**config.mk**
```make
export PLATFORM = sky130hd
export DESIGN_NAME = akgf_gain_div
export DESIGN_NICKNAME = d
export VERILOG_FILES = /design/src/rtl/core/akgf_pkg.sv /design/src/rtl/core/akgf_gain_div.sv
export SDC_FILE = /design/constraint.sdc
export NUM_CORES = 1
export LEC_CHECK = 0
export ABC_AREA = 1
export BUFFER_PORTS_ARGS = -buffer_cell sky130_fd_sc_hd__buf_2
export CORE_MARGIN = 5
export CORE_UTILIZATION = 49
export CTS_BUF_LIST = sky130_fd_sc_hd__clkbuf_16
export DETAILED_ROUTE_END_ITERATION = 16
export PLACE_DENSITY = 0.74
export SKIP_LAST_GASP = 1
export SYNTH_ARGS = -nofsm -noshare
export SYNTH_HDL_FRONTEND = slang
export SYNTH_SLANG_ARGS = --single-unit
```
**constraint.sdc**
```tcl
create_clock -name i_clk -period 4.6 [get_ports i_clk]
set_input_delay 1.15 -clock i_clk [delete_from_list [all_inputs] [get_ports i_clk]]
set_output_delay 1.15 -clock i_clk [all_outputs]
set_load 0.01 [all_outputs]
```
**src/rtl/core/akgf_pkg.sv**
```systemverilog
// ----------------------------------------------------------------------------
// akgf_pkg
// Types, register indexes, reset values and saturation helper for the
// angle/gyro Kalman filter.
// ----------------------------------------------------------------------------
package akgf_pkg;

    localparam int CFG_IDX_W = 3;
    localparam int CFG_VAL_W = 31;

    localparam logic [CFG_IDX_W-1:0] CFG_SAMPLE_PERIOD = 3'd0;
    localparam logic [CFG_IDX_W-1:0] CFG_ANGLE_NOISE   = 3'd1;
    localparam logic [CFG_IDX_W-1:0] CFG_BIAS_NOISE    = 3'd2;
    localparam logic [CFG_IDX_W-1:0] CFG_MEASURE_NOISE = 3'd3;

    localparam logic [CFG_VAL_W-1:0] RST_SAMPLE_PERIOD = 31'd268435;
    localparam logic [CFG_VAL_W-1:0] RST_ANGLE_NOISE   = 31'd268435;
    localparam logic [CFG_VAL_W-1:0] RST_BIAS_NOISE    = 31'd805306;
    localparam logic [CFG_VAL_W-1:0] RST_MEASURE_NOISE = 31'd134217728;

    localparam logic signed [31:0] Q28_ONE = 32'sd268435456;
    localparam logic signed [31:0] S32_MAX = 32'sh7FFF_FFFF;
    localparam logic signed [31:0] S32_MIN = 32'sh8000_0000;

    typedef struct packed {
        logic signed [31:0] measured_angle;
        logic signed [31:0] measured_rate;
    } t_in_item;

    typedef struct packed {
        logic signed [31:0] filtered_angle;
        logic signed [31:0] filtered_rate;
    } t_out_item;

    typedef struct packed {
        logic [CFG_IDX_W-1:0] index;
        logic [CFG_VAL_W-1:0] value;
    } t_cfg_item;

    typedef struct packed {
        logic busy;
        logic done;
    } t_div_sts;

    function automatic logic signed [31:0] sat32(input logic signed [39:0] v);
        logic signed [31:0] r;
        if (v > 40'sh00_7FFF_FFFF) begin
            r = S32_MAX;
        end else if (v < -40'sh00_8000_0000) begin
            r = S32_MIN;
        end else begin
            r = v[31:0];
        end
        return r;
    endfunction

endpackage

```
**src/rtl/core/akgf_gain_div.sv**
```systemverilog
// ----------------------------------------------------------------------------
// akgf_gain_div
// Two-lane restoring divider for the Kalman gains: k = (num << 28) / den,
// truncated toward zero, saturated to 32 bits, zero for a zero denominator.
// ----------------------------------------------------------------------------
module akgf_gain_div import akgf_pkg::*; (
    input  logic               i_clk,
    input  logic               i_rst_n,
    input  logic               i_start,
    input  logic signed [31:0] i_num0,
    input  logic signed [31:0] i_num1,
    input  logic signed [32:0] i_den,
    output t_div_sts           o_sts,
    output logic signed [31:0] o_k0,
    output logic signed [31:0] o_k1
);

    typedef enum logic [1:0] {
        D_IDLE = 2'b01,
        D_RUN  = 2'b10
    } t_dstate;

    t_dstate            r_state;
    logic [4:0]         r_cnt;
    logic               r_done;
    logic               r_zero;
    logic [32:0]        r_dabs;
    logic [32:0]        r_rem [2];
    logic [30:0]        r_dvd [2];
    logic [30:0]        r_quo [2];
    logic               r_ovf [2];
    logic               r_neg [2];

    logic signed [31:0] num   [2];
    logic [31:0]        nabs  [2];
    logic               novf  [2];
    logic [32:0]        dabs;
    logic [33:0]        rem2  [2];
    logic               ge    [2];
    logic [32:0]        n_rem [2];
    logic signed [31:0] k     [2];

    assign num[0] = i_num0;
    assign num[1] = i_num1;
    assign dabs   = i_den[32] ? (~i_den + 33'd1) : i_den;

    always_comb begin
        for (int l = 0; l < 2; l++) begin
            nabs[l]  = num[l][31] ? (~num[l] + 32'd1) : num[l];
            novf[l]  = {4'b0, nabs[l]} >= {dabs, 3'b000};
            rem2[l]  = {r_rem[l], r_dvd[l][30]};
            ge[l]    = rem2[l] >= {1'b0, r_dabs};
            n_rem[l] = ge[l] ? 33'(rem2[l] - {1'b0, r_dabs}) : rem2[l][32:0];
            if (r_zero) begin
                k[l] = '0;
            end else if (r_ovf[l]) begin
                k[l] = r_neg[l] ? S32_MIN : S32_MAX;
            end else if (r_neg[l]) begin
                k[l] = -$signed({1'b0, r_quo[l]});
            end else begin
                k[l] = $signed({1'b0, r_quo[l]});
            end
        end
    end

    always_ff @(posedge i_clk) begin
        if (!i_rst_n) begin
            r_state <= D_IDLE;
            r_done  <= 1'b0;
            r_cnt   <= '0;
            r_zero  <= 1'b1;
        end else begin
            r_done <= 1'b0;
            case (r_state)
                D_IDLE: begin
                    if (i_start) begin
                        r_zero <= (dabs == '0);
                        if (dabs == '0) begin
                            r_done <= 1'b1;
                        end else begin
                            r_cnt   <= 5'd30;
                            r_state <= D_RUN;
                        end
                    end
                end
                D_RUN: begin
                    r_cnt <= r_cnt - 5'd1;
                    if (r_cnt == '0) begin
                        r_done  <= 1'b1;
                        r_state <= D_IDLE;
                    end
                end
                default: r_state <= D_IDLE;
            endcase
        end
    end

    always_ff @(posedge i_clk) begin
        if (r_state == D_IDLE && i_start) begin
            r_dabs <= dabs;
            for (int l = 0; l < 2; l++) begin
                r_rem[l] <= {4'b0, nabs[l][31:3]};
                r_dvd[l] <= {nabs[l][2:0], 28'b0};
                r_quo[l] <= '0;
                r_ovf[l] <= novf[l];
                r_neg[l] <= num[l][31] ^ i_den[32];
            end
        end else if (r_state == D_RUN) begin
            for (int l = 0; l < 2; l++) begin
                r_rem[l] <= n_rem[l];
                r_dvd[l] <= {r_dvd[l][29:0], 1'b0};
                r_quo[l] <= {r_quo[l][29:0], ge[l]};
            end
        end
    end

    assign o_sts.busy = (r_state == D_RUN);
    assign o_sts.done = r_done;
    assign o_k0       = k[0];
    assign o_k1       = k[1];

    a_start_idle: assert property (@(posedge i_clk) disable iff (!i_rst_n)
        i_start |-> r_state == D_IDLE)
        else $error("divider started while busy");

    a_done_after_run: assert property (@(posedge i_clk) disable iff (!i_rst_n)
        r_done |-> $past(r_state == D_RUN) || $past(i_start))
        else $error("divider done without work");

    a_run_count: assert property (@(posedge i_clk) disable iff (!i_rst_n)
        r_state == D_RUN && r_cnt != '0 |=> r_state == D_RUN)
        else $error("divider left run early");

endmodule

```
==> results of run 1 <==
==> cells in the final DEF, fill, tap and decap left out, types with 34 or more instances in the layout <==
cell type	count
buf_2	165
xor2_1	70
xnor2_1	48
a21oi_1	149
edfxtp_1	171
nand3_1	122
inv_1	395
o21ai_0	172
nand2_1	636
ha_1	130
nor2_1	288
o211ai_1	34
nor3_1	50
==> worst max-delay path: stages, from the launching register on <==
cell and delay [ns]:
edfxtp_1 0.45, inv_1 0.11, ha_1 0.16, nand3_1 0.12, nor3_2 0.22, nand3_1 0.16, nand3b_1 0.25, nand3b_1 0.22
o21ai_0 0.34, nand2_1 0.13, xnor2_1 0.15, a21oi_1 0.21, buf_2 0.18
==> per-stage QoR <==
| step | power, mW | utilization |
|---|---|---|
| floorplan | 3.72 | - |
| global placement | 4.34 | 0.531 |
| detailed placement | 4.39 | 0.531 |
| CTS | 5.89 | 0.548 |
| global route | 6.28 | 0.549 |
| finish | 5.92 | 0.549 |
==> routing by layer <==
layer / routed length (microns) / GRT usage / up-vias
met5: 0 / 0 / -
met4: 2050 / 0.100 / 0
met1: 23900 / 0.372 / 8144
met2: 24800 / 0.436 / 634
met3: 3610 / 0.0381 / 106
li1: - / - / 8726
==> power groups by stage <==
| stage | registers, mW | clock network (mW) | logic [mW] |
|---|---|---|---|
| after floorplan | 2.12 | 0 | 1.60 |
| after global placement | 2.15 | 0 | 2.19 |
| after detailed placement | 2.16 | 0 | 2.23 |
| after CTS | 2.12 | 1.52 | 2.25 |
| after global routing | 2.15 | 1.59 | 2.55 |
| final | 2.13 | 1.51 | 2.28 |
==> cell families (layout without fill, tap and decap cells) <==
group	after synthesis	in the layout	synth area share
adder cells (fa/ha/maj)	133	133	0.0959
XOR/XNOR	118	118	0.0590
AND/OR/NAND/NOR	1217	1217	0.297
other	0	6	0
flip-flops	180	180	0.303
AO/OA/AOI/OAI	449	449	0.143
buffers and inverters	465	615	0.102
==> final timing paths <==
kind / depth (start not counted) / startpoint / end
worst max-delay path: 12 / r_quo[0][31] / o_k1[28]
worst min-delay path: 2 / r_cnt[4] / r_cnt[4]
worst max register to register: 15 / r_dabs[0] / r_rem[0][48]
worst min register to register: 2 / r_cnt[4] / r_cnt[4]
==> flip-flops by register name, summed over array words and instances, names as in the netlist <==
signal / count
r_quo: 62
r_zero: 1
r_done: 1
r_dabs: 33
r_ovf: 2
r_cnt: 5
r_dvd: 6
r_neg: 2
r_rem: 66
r_state: 2
==> area by class of cell <==
class,count,area [sq um],share of cell area
Antenna cell,6,15.0,0.000773
Clock inverter,15,180,0.00927
Multi-Input combinational cell,1917,10500,0.538
Clock buffer,17,425,0.0219
Inverter,401,1510,0.0775
Timing Repair Buffer,182,953,0.0491
Tap cell,461,577,0.0297
Sequential cell,180,5320,0.274
==> timing repair <==
item	4_1_cts	5_1_grt
resized for setup	0	1
setup endpoints to repair	0	1
setup buffers	0	0
==> results.rst, run 1 <==
.. list-table::
   :header-rows: 1

   * - Metric
     - Value
   * - Highest ir drop seen on vdd
     - 0.289 mV
   * - DRC violation total after the first TritonRoute iteration
     - 1524
   * - Number of global-route vias before repair
     - 16500
   * - Cell internal power dissipation
     - 3.51 mW
   * - Number of failing hold endpoints at the final stage
     - 0
   * - Port Buf Inserts
     - 165
   * - Leakage power
     - 9.62 nW
   * - Layout overhead on the synthesized area
     - 10.9%
   * - Final worst clock skew
     - 0.0162 ns
   * - Final setup fails
     - 0
   * - Hold buffers post-CTS
     - 0
   * - Slew @ Worst Pin
     - 1.05 ns
   * - Clock Latency Late Sink
     - 0.47 ns
   * - Power density normalized to cell area
     - 305 nW/um^2
   * - Clock buffer count from CTS
     - 17
   * - Worst Hold Margin
     - 0.514 ns
   * - Die outline width
     - 199 microns
   * - Total routed wirelength
     - 54.4 mm
   * - Yosys top cell area share
     - 0.293
   * - Top-count cell post-synth
     - nand2_1
   * - Placed wire-length estimate after detailed placement
     - 43.3 mm
   * - Initial core utilization
     - 0.495
   * - Final cell count without fillers
     - 3179
   * - TritonCTS clock tree
     - built
   * - Crit path time final
     - 4.33 ns
   * - Largest net degree at the start of global routing
     - 122
   * - Fillers
     - 3412
   * - Setup TNS after final layout
     - 0 ns
   * - Last weighted congestion value of the routability-driven placer
     - 0.951
   * - Remaining antenna violation count
     - 0
   * - Clock transition at path regs
     - 0.08 ns
   * - Startpoint kind of the worst setup timing path
     - flop
   * - Number of enable flip-flop cells after synthesis
     - 171
   * - Antenna violations before repair
     - 8
   * - Number of storage elements in the synthesis netlist
     - 180
   * - Sw frac
     - 0.407
   * - Netlist area before placement
     - 17500 sq um
   * - Ports
     - 166
   * - Leading area contributor after synthesis
     - edfxtp_1
   * - Vias per Instance
     - 5.54
   * - Floorplan Core Area
     - 35400 sq um
   * - Pre-Repair DR Iteration Count
     - 6
   * - Status
     - finished clean
   * - Number of clock sinks seen by CTS
     - 180
   * - Dominant cells by area after synthesis
     - edfxtp_1 29%, nand2_1 14%, ha_1 9.4%
   * - # H-tree levels
     - 4
   * - Final net count
     - 2932
   * - Reg power frac
     - 0.359
   * - Root buffer cell
     - clkbuf_16
   * - Arrival time at the worst endpoint
     - 3.18 ns
   * - Register-to-register setup slack
     - 1.03 ns
   * - Buffers from clock root to sink, at most
     - 2
   * - Worst min-delay path category
     - reg2reg
   * - Area of placed instances
     - 18800 sq um
   * - Finished Cell Area
     - 19400 sq um
   * - Share of cells above drive strength 1
     - 0.103
   * - Leading post-synthesis cells by instance count
     - 637 x nand2_1, 396 x inv_1, 288 x nor2_1
   * - Sw Pwr
     - 2.41 mW
   * - Global-route wire length before repair
     - 85.7 mm
   * - Number of placement rows
     - 69
   * - Total nets after synthesis
     - 2795
   * - Setup repair after global routing missed its margin
     - no
   * - Number of slew-limit violations in the final report
     - 0
   * - Top FF cell, synth
     - edfxtp_1
   * - Die area
     - 39600 sq um
   * - Total of warnings raised by yosys
     - 0
   * - Required time of the critical path
     - 3.45 ns
   * - Mean routed wirelength per cell
     - 17.1 microns
   * - Vias post-DR
     - 17600
   * - Clock network fraction of design power
     - 0.256
   * - Gate power share
     - 0.385
   * - CP Max Fanout
     - 4
   * - DRC errors left
     - 0
   * - Achievable clock frequency
     - 0.231 GHz
   * - Global-route congestion overflow total
     - 0
   * - Placed instance count
     - 3141
   * - Reported max-cap violation count
     - 0
   * - Number of distinct library cells after synthesis
     - 55
   * - Proportion of synthesized flip-flops having asynchronous set or reset
     - 0
   * - Setup ws final
     - 0.271 ns
   * - Gr usage total
     - 0.270
   * - Avg Synthesized Cell Area
     - 6.84 sq um
   * - Share of the clock period used by the worst path
     - 0.941
   * - Worst rel slew slack
     - 0.303
   * - Proportion of synthesized chip area in sequential cells
     - 0.303
   * - Post-synthesis cell count
     - 2562
   * - Worst-case setup slack after placement
     - 0.0410 ns
   * - Overall die height
     - 199 microns
   * - Class of the most critical setup path
     - reg2out
   * - Crit end category
     - primary output
No activity file was read; power rests on OpenSTA's default activity.
==> run 2: changes to the inputs <==
CELL_PAD_IN_SITES_DETAIL_PLACEMENT = 0   (was not set)
CELL_PAD_IN_SITES_GLOBAL_PLACEMENT = 1   (was not set)
CORE_UTILIZATION = 40   (was 49)
PLACE_DENSITY = 0.81   (was 0.74)
==> run 2 against run 1 <==
  * Clock skew is 0.0064 ns lower
  * Register-to-register slack gained 0.03 ns
  * Final area grew 1.1%
  * Clock-buffer cell count did not move
  * Hold slack better by 0.0036 ns
  * Non-clock buffer count up 6
  * Power grew 1.5%
  * Global-route usage shrank 4.1 points
  * Combinational power about the same
  * Utilization is 9.4 points lower
  * Via count fell by 2.0%
  * Fmax increased by 2.4%
  * Largest cell class unchanged
  * Largest power group unchanged
==> results.rst, run 2 (synthesis gave the netlist of run 1 again) <==
.. list-table::
   :header-rows: 1

   * - Metric
     - Value
   * - Initial core utilization
     - 0.406
   * - Slew @ Worst Pin
     - 0.895 ns
   * - Number of slew-limit violations in the final report
     - 0
   * - CP Max Fanout
     - 3
   * - Worst rel slew slack
     - 0.403
   * - Ports
     - 166
   * - Setup TNS after final layout
     - 0 ns
   * - Largest regs
     - r_rem (66), r_quo (62), r_dabs (33)
   * - Worst min-delay path category
     - reg2reg
   * - Most flops, register
     - r_rem
   * - Vias post-DR
     - 17300
   * - Class of the most critical setup path
     - reg2out
   * - Finished Cell Area
     - 19600 sq um
   * - Die outline width
     - 219 microns
   * - Highest ir drop seen on vdd
     - 0.259 mV
   * - Share of cells above drive strength 1
     - 0.104
   * - DRC violation total after the first TritonRoute iteration
     - 1335
   * - Gr usage total
     - 0.230
   * - Most common cell after layout, fill and taps aside
     - nand2_1
   * - Number of flip-flops in the largest register
     - 66
   * - Antenna diode count
     - 0
   * - Clock transition at path regs
     - 0.07 ns
   * - Final cell count without fillers
     - 3303
   * - Pre-Repair DR Iteration Count
     - 5
   * - Largest net degree at the start of global routing
     - 97
   * - Layout overhead on the synthesized area
     - 12.1%
   * - Share of the clock period used by the worst path
     - 0.919
   * - Port Buf Inserts
     - 165
   * - Commonest non-fill, non-tap cells in the layout
     - 636 x nand2_1, 394 x inv_1, 288 x nor2_1, 172 x o21ai_0, 171 x edfxtp_1
   * - Power density normalized to cell area
     - 306 nW/um^2
   * - Antenna violations before repair
     - 0
   * - Placed instance count
     - 3271
   * - TritonCTS clock tree
     - built
   * - Number of clock sinks seen by CTS
     - 180
   * - Crit end category
     - primary output
   * - Hold buffers post-CTS
     - 0
   * - # H-tree levels
     - 4
   * - Vias per Instance
     - 5.23
   * - Number of failing hold endpoints at the final stage
     - 0
   * - Floorplan Core Area
     - 43200 sq um
   * - Final net count
     - 2938
   * - Crit path time final
     - 4.23 ns
   * - Global-route wire length before repair
     - 87.5 mm
   * - Required time of the critical path
     - 3.45 ns
   * - Root buffer cell
     - clkbuf_16
   * - Placed wire-length estimate after detailed placement
     - 45.6 mm
   * - Post-CTS Repair Setup Buffers
     - 0
   * - Clock Latency Late Sink
     - 0.46 ns
   * - Setup repair after global routing missed its margin
     - no
   * - Last weighted congestion value of the routability-driven placer
     - 0.946
   * - Die area
     - 48100 sq um
   * - Clock buffer count from CTS
     - 17
   * - Final setup fails
     - 0
   * - Startpoint kind of the worst setup timing path
     - flop
   * - Total routed wirelength
     - 56.2 mm
   * - Status
     - finished clean
   * - Number of global-route vias before repair
     - 16300
   * - Overall die height
     - 219 microns
   * - DRC errors left
     - 0
   * - Global-route congestion overflow total
     - 0
   * - Area of placed instances
     - 19000 sq um
   * - Achievable clock frequency
     - 0.236 GHz
   * - Buffers from clock root to sink, at most
     - 2
   * - Final worst clock skew
     - 0.00981 ns
   * - Quantity of gates resized following cts
     - 0
   * - Final core utilization
     - 0.455
   * - Arrival time at the worst endpoint
     - 3.08 ns
   * - Reported max-cap violation count
     - 0
   * - Number of placement rows
     - 76
   * - Remaining antenna violation count
     - 0
   * - Mean routed wirelength per cell
     - 17.0 microns
   * - Leakage power
     - 9.66 nW
[run 2: changes by cell type in the layout (fill, tap and decap cells not counted)]
cell | before | now
nor3_2 | 11 | 10
clkinv_4 | 1 | 2
buf_12 | 0 | 1
inv_6 | 5 | 4
clkinv_8 | 6 | 1
bufinv_16 | 0 | 3
inv_1 | 395 | 394
nor3_1 | 50 | 51
clkinv_1 | 1 | 4
buf_4 | 17 | 22
diode_2 | 6 | 0
[run 2: area by class of cell]
class | instances | area, sq um
inverters | 401 | 1510
multi-input cells | 1917 | 10500
clock buffers | 17 | 425
clock inverters | 15 | 196
well taps | 585 | 732
repair buffers | 188 | 1010
flip-flops and latches | 180 | 5320
fillers | 4578 | 23500
[run 2: power breakdown]
part	internal [mW]	switching (mW)
combinational	0.773	1.51
clock	0.872	0.727
sequential	2.00	0.126
[run 2: final timing paths]
check	cells past startpoint	slack [ns]	startpoint	end
worst min register to register	2	0.52	r_state[1]	r_state[1]
worst max-delay path	16	0.37	r_quo[0][0]	o_k0[26]
worst min-delay path	2	0.52	r_state[1]	r_state[1]
worst max register to register	15	1.06	r_dabs[0]	r_rem[0][47]
[run 2: through the flow]
step | hold slack, ns | worst slack [ns] | total power, mW
after global routing | 0.557 | 0.00589 | 6.41
after floorplan | 0.457 | 0.759 | 3.72
after CTS | 0.518 | 0.368 | 6.03
after detailed placement | 0.504 | 0.0657 | 4.42
final | 0.518 | 0.371 | 6.01
after global placement | 0.485 | 0.0945 | 4.40
[run 2: routing by layer]
metal,up-vias,track usage,share of wire
met1,7998,0.341,0.49
met2,481,0.354,0.43
met3,69,0.0263,0.057
li1,8718,-,-
met4,0,0.0628,0.022
met5,-,0,0
[run 2: worst max-delay path: stages, from the launching register on]
cell and delay [ns]:
edfxtp_1 0.44, inv_1 0.11, ha_1 0.19, nand3_1 0.11
inv_1 0.08, nand3_1 0.10, nor3_2 0.20, nand2_1 0.14
inv_1 0.09, nand2_1 0.07, nand2_1 0.11, o21ai_0 0.16
nor2_1 0.24, o21ai_0 0.16, xnor2_1 0.15, a21oi_1 0.13
buf_2 0.15
